`src/rtl/etfi_pkg.sv`:
```
// shared types and constants for the escape-time fractal iterator
package etfi_pkg;

  localparam int COORD_W         = 32;  // Q4.28 coordinates and constants
  localparam int ZW              = 40;  // Q12.28 iterate
  localparam int FRAC_W          = 28;
  localparam int MUL_W           = 34;  // shifted product width
  localparam int LIMIT_W         = 12;
  localparam int COUNT_OUT_W     = 12;
  localparam int COUNT_WIDTH_DEF = 12;
  localparam int QUEUE_DEPTH_DEF = 2;

  // fractal modes; the unused code runs as mandelbrot
  localparam logic [1:0] MODE_JULIA = 2'd1;
  localparam logic [1:0] MODE_CUBIC = 2'd2;

  // register indexes
  localparam logic [1:0] REG_MODE  = 2'd0;
  localparam logic [1:0] REG_LIMIT = 2'd1;
  localparam logic [1:0] REG_JCR   = 2'd2;
  localparam logic [1:0] REG_JCI   = 2'd3;

  // 2.0 in Q12.28 and 4.0 in the width of the squared-radius sum
  localparam logic signed [ZW-1:0]  TWO_Z     = 40'sh0020000000;
  localparam logic signed [ZW-1:0]  NEG_TWO_Z = -40'sh0020000000;
  localparam logic signed [MUL_W:0] FOUR_SQ   = 35'sh040000000;

  // one classified point waiting for the iteration engine
  typedef struct packed {
    logic [COORD_W-1:0] x0;
    logic [COORD_W-1:0] y0;
    logic [COORD_W-1:0] cr;
    logic [COORD_W-1:0] ci;
    logic               cubic;
  } job_t;

endpackage

```
`src/rtl/escape_time_fractal_iterator_top.sv`:
```
// top level of the escape-time fractal iterator: register port, input side, queue and engine
//
// Each point on the input stream yields one result: the number of iterations of
// z^2+c (mandelbrot, julia) or z^3+c (cubic) run while |z|^2 <= 4 and below the
// configured limit, plus a flag set when the point escaped before the limit.
// All iteration goes through one shared 32x32 multiplier that a sequencer steps
// through the products of each iteration, with more steps per iteration for the
// cubic map than for the quadratic maps. Points are taken in through a short queue
// while the engine works and while a finished result waits on the output. The user
// must see that registers are written only while no point is in flight; the block
// itself does not enforce it. The limit is clamped to 2^COUNT_WIDTH-1.
module escape_time_fractal_iterator_top #(
  parameter int COUNT_WIDTH = etfi_pkg::COUNT_WIDTH_DEF,
  parameter int QUEUE_DEPTH = etfi_pkg::QUEUE_DEPTH_DEF
) (
  input  logic        clk,
  input  logic        rst_n,
  // configuration
  input  logic        cfg_psel,
  input  logic        cfg_penable,
  input  logic        cfg_pwrite,
  input  logic [3:0]  cfg_paddr,
  input  logic [31:0] cfg_pwdata,
  output logic [31:0] cfg_prdata,
  output logic        cfg_pready,
  // points
  input  logic        in_tvalid,
  output logic        in_tready,
  input  logic [63:0] in_tdata,   // [31:0] point_real, [63:32] point_imag
  // results
  output logic        out_tvalid,
  input  logic        out_tready,
  output logic [15:0] out_tdata,  // [11:0] iteration_count, [15:12] zero
  output logic        out_tuser   // [0] escaped
);

  localparam int CO = etfi_pkg::COORD_W;
  localparam int LW = etfi_pkg::LIMIT_W;
  localparam int OW = etfi_pkg::COUNT_OUT_W;

  logic [1:0]    mode_r;
  logic [LW-1:0] limit_r;
  logic [CO-1:0] jcr_r;
  logic [CO-1:0] jci_r;
  logic          cfg_wr;
  logic [1:0]    reg_idx;

  etfi_pkg::job_t wr_job, rd_job;
  logic           push, pop, q_full, q_empty;
  logic [OW-1:0]  count_w;
  logic           escaped_w;

  assign cfg_pready = 1'b1;
  assign cfg_wr     = cfg_psel && cfg_penable && cfg_pwrite && cfg_pready;
  assign reg_idx    = cfg_paddr[3:2];

  always_ff @(posedge clk) begin
    if (!rst_n) begin
      mode_r  <= '0;
      limit_r <= LW'(100);
      jcr_r   <= '0;
      jci_r   <= '0;
    end else if (cfg_wr) begin
      case (reg_idx)
        etfi_pkg::REG_MODE:  mode_r  <= cfg_pwdata[1:0];
        etfi_pkg::REG_LIMIT: limit_r <= cfg_pwdata[LW-1:0];
        etfi_pkg::REG_JCR:   jcr_r   <= cfg_pwdata;
        etfi_pkg::REG_JCI:   jci_r   <= cfg_pwdata;
        default: ;
      endcase
    end
  end

  always_comb begin
    case (reg_idx)
      etfi_pkg::REG_MODE:  cfg_prdata = 32'(mode_r);
      etfi_pkg::REG_LIMIT: cfg_prdata = 32'(limit_r);
      etfi_pkg::REG_JCR:   cfg_prdata = jcr_r;
      etfi_pkg::REG_JCI:   cfg_prdata = jci_r;
      default:             cfg_prdata = '0;
    endcase
  end

  etfi_front u_front (
    .in_tvalid (in_tvalid),
    .in_tready (in_tready),
    .in_tdata  (in_tdata),
    .mode      (mode_r),
    .jcr       (jcr_r),
    .jci       (jci_r),
    .q_full    (q_full),
    .push      (push),
    .job       (wr_job)
  );

  etfi_queue #(
    .DEPTH (QUEUE_DEPTH)
  ) u_queue (
    .clk    (clk),
    .rst_n  (rst_n),
    .push   (push),
    .wr_job (wr_job),
    .pop    (pop),
    .rd_job (rd_job),
    .full   (q_full),
    .empty  (q_empty)
  );

  etfi_engine #(
    .COUNT_WIDTH (COUNT_WIDTH)
  ) u_engine (
    .clk         (clk),
    .rst_n       (rst_n),
    .q_empty     (q_empty),
    .q_job       (rd_job),
    .q_pop       (pop),
    .limit_cfg   (limit_r),
    .out_tvalid  (out_tvalid),
    .out_tready  (out_tready),
    .out_count   (count_w),
    .out_escaped (escaped_w)
  );

  assign out_tdata = 16'(count_w);
  assign out_tuser = escaped_w;

endmodule

```
`src/rtl/etfi_front.sv`:
```
// input side: accepts points and turns them into start value, constant and map kind
module etfi_front (
  input  logic                            in_tvalid,
  output logic                            in_tready,
  input  logic [2*etfi_pkg::COORD_W-1:0]  in_tdata,  // point_real, point_imag
  input  logic [1:0]                      mode,
  input  logic [etfi_pkg::COORD_W-1:0]    jcr,
  input  logic [etfi_pkg::COORD_W-1:0]    jci,
  input  logic                            q_full,
  output logic                            push,
  output etfi_pkg::job_t                  job
);

  localparam int CW = etfi_pkg::COORD_W;

  logic [CW-1:0] pr;
  logic [CW-1:0] pi;
  logic          julia;

  assign pr    = in_tdata[CW-1:0];
  assign pi    = in_tdata[2*CW-1:CW];
  assign julia = (mode == etfi_pkg::MODE_JULIA);

  assign in_tready = !q_full;
  assign push      = in_tvalid && !q_full;

  // julia starts at the point and adds the constant, the others start at zero
  always_comb begin
    job.x0    = julia ? pr : '0;
    job.y0    = julia ? pi : '0;
    job.cr    = julia ? jcr : pr;
    job.ci    = julia ? jci : pi;
    job.cubic = (mode == etfi_pkg::MODE_CUBIC);
  end

endmodule

```
`src/rtl/etfi_queue.sv`:
```
// small register queue between the input side and the iteration engine
module etfi_queue #(
  parameter int DEPTH = etfi_pkg::QUEUE_DEPTH_DEF
) (
  input  logic           clk,
  input  logic           rst_n,
  input  logic           push,
  input  etfi_pkg::job_t wr_job,
  input  logic           pop,
  output etfi_pkg::job_t rd_job,
  output logic           full,
  output logic           empty
);

  localparam int PW = (DEPTH > 1) ? $clog2(DEPTH) : 1;
  localparam int FW = $clog2(DEPTH + 1);

  etfi_pkg::job_t mem_r [DEPTH];
  logic [PW-1:0]  wr_ptr_r;
  logic [PW-1:0]  rd_ptr_r;
  logic [FW-1:0]  fill_r;

  assign full   = (fill_r == FW'(DEPTH));
  assign empty  = (fill_r == '0);
  assign rd_job = mem_r[rd_ptr_r];

  always_ff @(posedge clk) begin
    if (push) begin
      mem_r[wr_ptr_r] <= wr_job;
    end
  end

  always_ff @(posedge clk) begin
    if (!rst_n) begin
      wr_ptr_r <= '0;
      rd_ptr_r <= '0;
      fill_r   <= '0;
    end else begin
      if (push) begin
        wr_ptr_r <= (wr_ptr_r == PW'(DEPTH - 1)) ? '0 : wr_ptr_r + 1'b1;
      end
      if (pop) begin
        rd_ptr_r <= (rd_ptr_r == PW'(DEPTH - 1)) ? '0 : rd_ptr_r + 1'b1;
      end
      case ({push, pop})
        2'b10:   fill_r <= fill_r + 1'b1;
        2'b01:   fill_r <= fill_r - 1'b1;
        default: fill_r <= fill_r;
      endcase
    end
  end

endmodule

```
`src/rtl/etfi_engine.sv`:
```
// iteration engine: one shared 32x32 multiplier stepped by a small sequencer
module etfi_engine #(
  parameter int COUNT_WIDTH = etfi_pkg::COUNT_WIDTH_DEF
) (
  input  logic                                clk,
  input  logic                                rst_n,
  input  logic                                q_empty,
  input  etfi_pkg::job_t                      q_job,
  output logic                                q_pop,
  input  logic [etfi_pkg::LIMIT_W-1:0]        limit_cfg,
  output logic                                out_tvalid,
  input  logic                                out_tready,
  output logic [etfi_pkg::COUNT_OUT_W-1:0]    out_count,
  output logic                                out_escaped
);

  localparam int ZW = etfi_pkg::ZW;
  localparam int MW = etfi_pkg::MUL_W;
  localparam int FW = etfi_pkg::FRAC_W;
  localparam int CO = etfi_pkg::COORD_W;
  localparam int LW = (COUNT_WIDTH > etfi_pkg::LIMIT_W) ? COUNT_WIDTH : etfi_pkg::LIMIT_W;

  typedef enum logic [1:0] {ST_IDLE, ST_ITER, ST_DONE} state_t;

  state_t                  state_r;
  logic [2:0]              step_r;
  logic [COUNT_WIDTH-1:0]  cnt_r;
  logic                    esc_r;
  logic                    out_valid_r;
  logic [etfi_pkg::COUNT_OUT_W-1:0] out_cnt_r;
  logic                    out_esc_r;

  logic [COUNT_WIDTH-1:0]  lim_r;
  logic                    cubic_r;
  logic signed [ZW-1:0]    x_r, y_r;
  logic signed [CO-1:0]    cr_r, ci_r;
  logic signed [MW-1:0]    x2_r, y2_r, t1_r, t2_r, t3_r;
  logic signed [2*CO-1:0]  p_r;

  logic [LW-1:0]           lim_ext, cmax_ext, lim_w, cnt_ext;
  logic [COUNT_WIDTH-1:0]  lim_clamped;
  logic signed [CO-1:0]    mul_a, mul_b;
  logic signed [2*CO-1:0]  prod_full;
  logic signed [MW-1:0]    prod_sh;
  logic signed [MW:0]      sq;
  logic signed [ZW-1:0]    xn, yn;
  logic                    out_range, at_limit, last_step, out_load;

  // limit clamped to what the counter can hold
  assign lim_ext     = LW'(limit_cfg);
  assign cmax_ext    = LW'({COUNT_WIDTH{1'b1}});
  assign lim_w       = (lim_ext < cmax_ext) ? lim_ext : cmax_ext;
  assign lim_clamped = lim_w[COUNT_WIDTH-1:0];

  assign q_pop     = (state_r == ST_IDLE) && !q_empty;
  assign out_load  = (state_r == ST_DONE) && (!out_valid_r || out_tready);
  assign at_limit  = (cnt_r == lim_r);
  assign out_range = (x_r > etfi_pkg::TWO_Z) || (x_r < etfi_pkg::NEG_TWO_Z) ||
                     (y_r > etfi_pkg::TWO_Z) || (y_r < etfi_pkg::NEG_TWO_Z);
  assign last_step = cubic_r ? (step_r == 3'd6) : (step_r == 3'd3);

  // operand schedule; x and y fit 32 bits once the range check has passed
  always_comb begin
    case (step_r)
      3'd0: begin
        mul_a = x_r[CO-1:0];
        mul_b = x_r[CO-1:0];
      end
      3'd1: begin
        mul_a = y_r[CO-1:0];
        mul_b = y_r[CO-1:0];
      end
      3'd2: begin
        mul_a = cubic_r ? x2_r[CO-1:0] : x_r[CO-1:0];
        mul_b = cubic_r ? x_r[CO-1:0] : y_r[CO-1:0];
      end
      3'd3: begin
        mul_a = x_r[CO-1:0];
        mul_b = y2_r[CO-1:0];
      end
      3'd4: begin
        mul_a = x2_r[CO-1:0];
        mul_b = y_r[CO-1:0];
      end
      3'd5: begin
        mul_a = y2_r[CO-1:0];
        mul_b = y_r[CO-1:0];
      end
      default: begin
        mul_a = x_r[CO-1:0];
        mul_b = x_r[CO-1:0];
      end
    endcase
  end

  assign prod_full = mul_a * mul_b;
  // arithmetic shift of the registered product gives the floor
  assign prod_sh   = p_r[MW+FW-1:FW];
  assign sq        = (MW+1)'(x2_r) + (MW+1)'(prod_sh);

  always_comb begin
    if (cubic_r) begin
      xn = ZW'(t1_r) - ((ZW'(t2_r) <<< 1) + ZW'(t2_r)) + ZW'(cr_r);
      yn = (ZW'(t3_r) <<< 1) + ZW'(t3_r) - ZW'(prod_sh) + ZW'(ci_r);
    end else begin
      xn = ZW'(x2_r) - ZW'(y2_r) + ZW'(cr_r);
      yn = (ZW'(prod_sh) <<< 1) + ZW'(ci_r);
    end
  end

  assign cnt_ext = LW'(cnt_r);

  always_ff @(posedge clk) begin
    if (!rst_n) begin
      state_r     <= ST_IDLE;
      step_r      <= '0;
      cnt_r       <= '0;
      esc_r       <= 1'b0;
      out_valid_r <= 1'b0;
    end else begin
      case (state_r)
        ST_IDLE: begin
          if (!q_empty) begin
            state_r <= ST_ITER;
            step_r  <= '0;
            cnt_r   <= '0;
          end
        end
        ST_ITER: begin
          if (step_r == 3'd0 && at_limit) begin
            esc_r   <= 1'b0;
            state_r <= ST_DONE;
          end else if (step_r == 3'd0 && out_range) begin
            esc_r   <= 1'b1;
            state_r <= ST_DONE;
          end else if (step_r == 3'd2 && sq > etfi_pkg::FOUR_SQ) begin
            esc_r   <= 1'b1;
            state_r <= ST_DONE;
          end else if (last_step) begin
            step_r <= '0;
            cnt_r  <= cnt_r + 1'b1;
          end else begin
            step_r <= step_r + 1'b1;
          end
        end
        ST_DONE: begin
          if (out_load) begin
            state_r <= ST_IDLE;
          end
        end
        default: state_r <= ST_IDLE;
      endcase

      if (out_load) begin
        out_valid_r <= 1'b1;
      end else if (out_tready) begin
        out_valid_r <= 1'b0;
      end
    end
  end

  always_ff @(posedge clk) begin
    p_r <= prod_full;
    if (out_load) begin
      out_cnt_r <= cnt_ext[etfi_pkg::COUNT_OUT_W-1:0];
      out_esc_r <= esc_r;
    end
    if (q_pop) begin
      x_r     <= ZW'($signed(q_job.x0));
      y_r     <= ZW'($signed(q_job.y0));
      cr_r    <= $signed(q_job.cr);
      ci_r    <= $signed(q_job.ci);
      cubic_r <= q_job.cubic;
      lim_r   <= lim_clamped;
    end else if (state_r == ST_ITER) begin
      case (step_r)
        3'd1: x2_r <= prod_sh;
        3'd2: y2_r <= prod_sh;
        3'd3: t1_r <= prod_sh;
        3'd4: t2_r <= prod_sh;
        3'd5: t3_r <= prod_sh;
        default: ;
      endcase
      if (last_step) begin
        x_r <= xn;
        y_r <= yn;
      end
    end
  end

  assign out_tvalid  = out_valid_r;
  assign out_count   = out_cnt_r;
  assign out_escaped = out_esc_r;

`ifndef ASSERT_OFF
  a_cnt_bound: assert property (@(posedge clk) disable iff (!rst_n)
    (state_r == ST_ITER) |-> (cnt_r <= lim_r))
    else $error("iteration count passed the limit");

  a_cnt_step: assert property (@(posedge clk) disable iff (!rst_n)
    (state_r == ST_ITER && $past(state_r) == ST_ITER) |->
      (cnt_r == $past(cnt_r) || cnt_r == $past(cnt_r) + 1))
    else $error("iteration count moved by more than one");

  a_quad_steps: assert property (@(posedge clk) disable iff (!rst_n)
    (state_r == ST_ITER && !cubic_r) |-> (step_r <= 3'd3))
    else $error("quadratic map ran into cubic steps");

  a_out_load: assert property (@(posedge clk) disable iff (!rst_n)
    out_load |=> (out_tvalid && $past(state_r) == ST_DONE && state_r == ST_IDLE))
    else $error("finished result not presented");
`endif

endmodule

```
`config.mk`:
```
export PLATFORM = sky130hd
export DESIGN_NAME = escape_time_fractal_iterator_top
export DESIGN_NICKNAME = d
export VERILOG_FILES = /design/src/rtl/etfi_pkg.sv /design/src/rtl/escape_time_fractal_iterator_top.sv /design/src/rtl/etfi_front.sv /design/src/rtl/etfi_queue.sv /design/src/rtl/etfi_engine.sv
export SDC_FILE = /design/constraint.sdc
export NUM_CORES = 2
export LEC_CHECK = 0
export BUFFER_PORTS_ARGS = -buffer_cell sky130_fd_sc_hd__buf_2
export CAP_MARGIN = 15
export CORE_ASPECT_RATIO = 1.75
export CORE_MARGIN = 1.5
export CORE_UTILIZATION = 52
export CTS_BUF_LIST = sky130_fd_sc_hd__clkbuf_8
export DETAILED_ROUTE_END_ITERATION = 6
export PLACE_DENSITY_LB_ADDON = 0.3
export REMOVE_ABC_BUFFERS = 1
export SYNTH_ARGS = -nofsm -noshare
export SYNTH_HDL_FRONTEND = slang
export SYNTH_HIERARCHICAL = 1
export SYNTH_SLANG_ARGS = --single-unit
export TNS_END_PERCENT = 10
```
`constraint.sdc`:
```
create_clock -name clk -period 8.83 [get_ports clk]
set_input_delay 1.766 -clock clk [delete_from_list [all_inputs] [get_ports clk]]
set_output_delay 1.766 -clock clk [all_outputs]
set_load 0.03 [all_outputs]
```
# Yosys cells after proc, flatten, opt, wreduce, memory -nomap -nowiden
# Memory sizes are Yosys's and may differ from the RTL's. A register that Yosys moved wholly into a read port is not among the register bits.
# Cells that the tools add are included.
# Widths: inputs -> output; s select.
# classes
mul	1
n_addsub	16
bitwise	1
reduce_logical	40
div_mod_pow	0
shift	0
n_mux	48
eq_ne	24
magnitude_cmp	6
# ops
op	n
$mux 40	8
$pmux 32 s4	2
$mux 32	6
$pmux 32 s3	1
$add 40x32->40	2
$gt 40x31->1 const B	2
$lt 40x30->1 const B	2
$add 35x32->36	2
$add 35x34->36	2
$mul 32x32->62	1
$mux 12	5
$sub 34x36->37	1
$sub 36x34->37	1
$add 34x34->35	1
$gt 35x32->1 const B	1
$sub 34x34->35	1
$pmux 12 s2	1
$reduce_and 3->1	6
$mux 3	5
$add 12x1->12 const B	1
$eq 12x12->1	1
$eq 2x2->1 const B	6
$lt 12x12->1 const B	1
$mux 1	12
27 further kinds	65
# word_totals
memories	1
rom_bits	0
reg_bits	503
ram_bits	258
out_inout_bits	52
latch_bits	0
input_bits	107
word_cells	163
# mem_list
name	words	width	rd	rd_ports_with_merged_regs	wr	line	source
u_queue.mem_r	2	129	1	1	1	etfi_queue.sv:18	etfi_pkg::job_t mem_r [DEPTH];

# Longest topological paths before layout
# logic_depth
ltp_word	8
mapped_depth	40
depth_no_buf	34

# Hierarchy
# The synthesis kept the hierarchy.
# by_module_without_submodules
mod	area_each_um2	n_inst	seq_area_each_um2	cells_each
etfi_engine	61748.0	1	11150.7	6397
etfi_queue	9514.1	1	7847.5	423
escape_time_fractal_iterator_top	3646.0	1	1561.5	376
etfi_front	1530.2	1	0.0	146

# Least setup slack after synthesis
# No wires, ideal clock.
# synth_path
path_kind	reg2reg
startpoint	register u_engine.step_r[2]
endpoint	register u_engine.p_r[60]
slack_ps	-616
path_stages_with_launch	37
synth_period_minus_slack_ps	9446
setup_time_ps	72
arrival_ps	9374
path_cell_list	dfxtp_1 > buf_2 > buf_4 > inv_1 > ha_1 > clkbuf_1 > or3_1 > a21oi_4 > clkbuf_1 > buf_1 > nand2_1 > nand2_1 > clkbuf_1 > nand2_1 > inv_1 > fa_1 > fa_1 > fa_1 > fa_1 > inv_1 > fa_1 > inv_1 > fa_1 > inv_1 > fa_1 > inv_1 > fa_1 > ha_1 > a21oi_1 > nor2b_1 > o21ai_0 > nand2b_1 > nor3_1 > a211oi_2 > or3_1 > a21oi_1 > xnor2_1
# synth_between
elab_chain_len	4
elab_cells_between_ends	9
cone_classes	1 x mul; 5 x eq/ne; 2 x mux; 1 x reduce/logical
# synth_rtl
element	line	source
start, declared	etfi_engine.sv:26	logic [2:0] step_r;
start signal, assigned	etfi_engine.sv:143	step_r <= step_r + 1'b1;
$eq 3x1->1 or $eq 3x3->1 (tied branches)	etfi_engine.sv:64	case (step_r)
$reduce_or 3->1 (no line)	-	
$pmux 32 s3	etfi_engine.sv:64	
$mul 32x32->62 *	etfi_engine.sv:96	assign prod_full = mul_a * mul_b;
net u_engine.prod_full[60]	etfi_engine.sv:43	logic signed [2*CO-1:0] prod_full;
end signal, assigned	etfi_engine.sv:163	p_r <= prod_full;
end, declared	etfi_engine.sv:38	logic signed [2*CO-1:0] p_r;
# The timed path passes the listed nets; every way through them passes the cells marked *.
# A chain may end at the register's enable or synchronous reset.

# Worst setup path in the final report
# layout_path
startpoint	register u_engine.step_r[1]
endpoint	register u_engine.p_r[59]
# Same word-level chain as after synthesis.

==> flow_metrics.env <==
export IMPL_critical_path_max_fanout=15
export IMPL_timing_final_crit_share=1.09
export IMPL_worstMarginPinSlew_ps=1170
export IMPL_root_buffer="clkbuf_8"
export IMPL_drive_gt1_frac=0.179
export IMPL_cp_start_kind="flip-flop"
export IMPL_syn_inst=7342
export IMPL_synth_cell_types=97
export IMPL_worstPathRequired_ps=9440
export IMPL_num_vias=56532
export IMPL_hold_buffers=0
export IMPL_hp_class="flip-flop to flip-flop"
export IMPL_outcome="finished with violations"
export IMPL_setup_viol=30
export IMPL_grt_antenna_before_repair=2
export IMPL_setup_ws_ps=-756
export IMPL_skew_ps=40.0
export IMPL_hpwl_mm=203
export IMPL_post_drt_wl_per_cell_um=24.8
export IMPL_routed_wl_mm=247
export IMPL_finalNetCount=9725
export IMPL_drv_cap=0
export IMPL_drt_initial_drc_count=3883
export IMPL_violations="setup timing"
export IMPL_core_sq_mm=0.146
export IMPL_yosysTopAreaCell="fa_1"
export IMPL_ant_nets=0
export IMPL_ios=159
export IMPL_setup_tns_ps=-9670
export IMPL_cts_tree="done"
export IMPL_crit_path_end_kind="flip-flop"
export IMPL_synthesis_area_sq_mm=0.0764
export IMPL_cts_clk_slew_worst_paths_ps=70
export IMPL_htree_levels=3
export IMPL_clk_latency_ps=730
export IMPL_place_congestion=1.04
export IMPL_path_class="flip-flop to flip-flop"
export IMPL_ys_ff_latch=730
export IMPL_synthFlopType="edfxtp_1"
export IMPL_synth_top_area_share=0.323
export IMPL_yosys_top_cells_area="fa_1, edfxtp_1, inv_1"
export IMPL_area_growth_pct=15.5
export IMPL_cts_buffer_depth=3
export IMPL_globalRouteOverflowTotal=0
export IMPL_num_rows=186
export IMPL_cts_sinks=730
export IMPL_synth_top_cells_by_count="inv_1, fa_1, nand2_1, nor2_1, edfxtp_1"
export IMPL_path_common_cell="buf_4"
export IMPL_finalHoldViolations=0
export IMPL_path_buf_inv=11
export IMPL_yosys_cell_count_top_type="inv_1"
export IMPL_avgSynthCellArea_sq_um=10.4
export IMPL_synth_edf_count=594
export IMPL_die_h_um=510
export IMPL_slew_violations=0
export IMPL_grt_pass1_wl_mm=370
export IMPL_yosysWarnings=6
export IMPL_track_usage=0.337
export IMPL_grt_max_degree=116
export IMPL_slowest_delay_ps=760
export IMPL_dr_pass1_iters=6
export IMPL_dieArea_sq_mm=0.149
export IMPL_drcViolationCount=0
export IMPL_yosysSeqAreaShare=0.269
export IMPL_critPathTopFamily="adder cells"
export IMPL_place_port_buffers=151
export IMPL_nFillCells=12208
export IMPL_grt_pass1_vias=62247
export IMPL_die_w_um=293
export IMPL_fmax_mhz=104
export IMPL_crit_slowest_cell="fa_2"
export IMPL_fin_crit_ps=9590
export IMPL_start_util=0.522
export IMPL_relSlewSlack=0.210
export IMPL_routed_via_density=5.67
export IMPL_rsz0062_at_grt="true"
export IMPL_numCtsBuffers=91
export IMPL_synth_async_reset_ratio=0
export IMPL_crit_arrival_ps=10200
==> area by class of cell <==
class	count	area [sq um]	area share
multi-input cells	4975	50300	0.570
flip-flops and latches	730	20600	0.233
repair buffers	896	8070	0.0914
inverters	1318	4950	0.0561
well taps	1880	2350	0.0266
clock buffers	98	1350	0.0153
clock inverters	73	632	0.00716
diodes	1	2.50	0.0000284
==> layer usage <==
layer | track usage | wire [um] | share of wire
met5 | 0 | 0 | 0
met3 | 0.0373 | 12200 | 0.049
met4 | 0.279 | 25800 | 0.10
met2 | 0.615 | 129000 | 0.52
met1 | 0.347 | 80600 | 0.33
==> final timing paths <==
path                                                       from  cells after the start                                to  slack, ps
worst max-delay path            u_engine/step_r[1]$_SDFFE_PN0P_                     37          u_engine/p_r[59]$_DFF_P_       -760
worst min-delay path                   limit_r[11]$_SDFFE_PN0P_                      0  u_engine/lim_r[11]$_SDFFCE_PP1P_        470
worst max register to register  u_engine/step_r[1]$_SDFFE_PN0P_                     37          u_engine/p_r[59]$_DFF_P_       -760
worst min register to register         limit_r[11]$_SDFFE_PN0P_                      0  u_engine/lim_r[11]$_SDFFCE_PP1P_        470
==> worst register-to-register path, delay by kind of cell, from the launching register on <==
kind,cells,cell delay (ps)
AOI/OAI and AO/OA,8,1310
xor gates and xnor gates,1,130
adders and majority gates,11,4850
buffers and inverters,11,1730
DFF,1,360
and+or+nand+nor,6,1110
==> sequential cells by signal (all words and copies together) (netlist names), 2 cells and up, named ones only <==
signal              count
u_queue/mem_r         258
u_engine/x_r           38
u_engine/y_r           38
u_engine/p_r           34
u_engine/t1_r          34
u_engine/t2_r          34
u_engine/t3_r          34
u_engine/x2_r          34
u_engine/y2_r          34
jci_r                  32
jcr_r                  32
u_engine/ci_r          32
u_engine/cr_r          32
limit_r                12
u_engine/cnt_ext       12
u_engine/lim_r         12
u_engine/out_count     12
u_engine/step_r         3
mode_r                  2
u_engine/state_r        2
u_queue/fill_r          2
==> cell usage in the layout, fill, tap and decap left out, drive strengths merged, types with 27 or more instances in the layout <==
master	n
fa	1235
o21ai	163
xnor2	115
ha	371
a21oi	239
a31oi	33
edfxtp	594
and2	105
nor2	711
xor2	72
a221o	34
a221oi	42
nand3	46
nor3	39
a21o	101
dfxtp	136
inv	1341
a22oi	27
mux2	208
nand2b	43
buf	891
nand4	29
clkinv	35
nor2b	87
o21a	41
nor4	29
nand2	766
mux2i	142
clkbuf	101
==> metrics by stage <==
stage / area [sq um] / util / setup slack [ps] / hold slack, ps / cells
after global routing: 88300 / 0.603 / -896 / 489 / 9971
after global placement: 85100 / 0.581 / -968 / 443 / 9757
after CTS: 87600 / 0.598 / -681 / 465 / 9950
after detailed placement: 85100 / 0.581 / -1070 / 448 / 9757
final: 88300 / 0.603 / -756 / 466 / 9971
after floorplan: 74900 / - / -3070 / 409 / 7023
==> what timing repair did <==
item / CTS / global route
setup endpoints to repair: 34 / 34
gates cloned: 1 / 3
gates resized for setup: 75 / 102
pin swaps: 30 / 60
buffers inserted: 21 / 17
==> logic make-up (layout without fill, tap and decap cells) <==
family                     after synthesis  after routing  synth area share
and+or+nand+nor                       1958           1958             0.112
other                                    2              6         0.0000982
adders and majority gates             1606           1606             0.384
buffers and inverters                 1640           2385            0.0844
xor gates and xnor gates               187            187            0.0214
muxes                                  352            352            0.0526
AOI/OAI and AO/OA                      867            867            0.0764
DFF                                    730            730             0.269
Power is not shown: default switching activity piles up to over one toggle a cycle in this logic, so the estimate is an artifact.
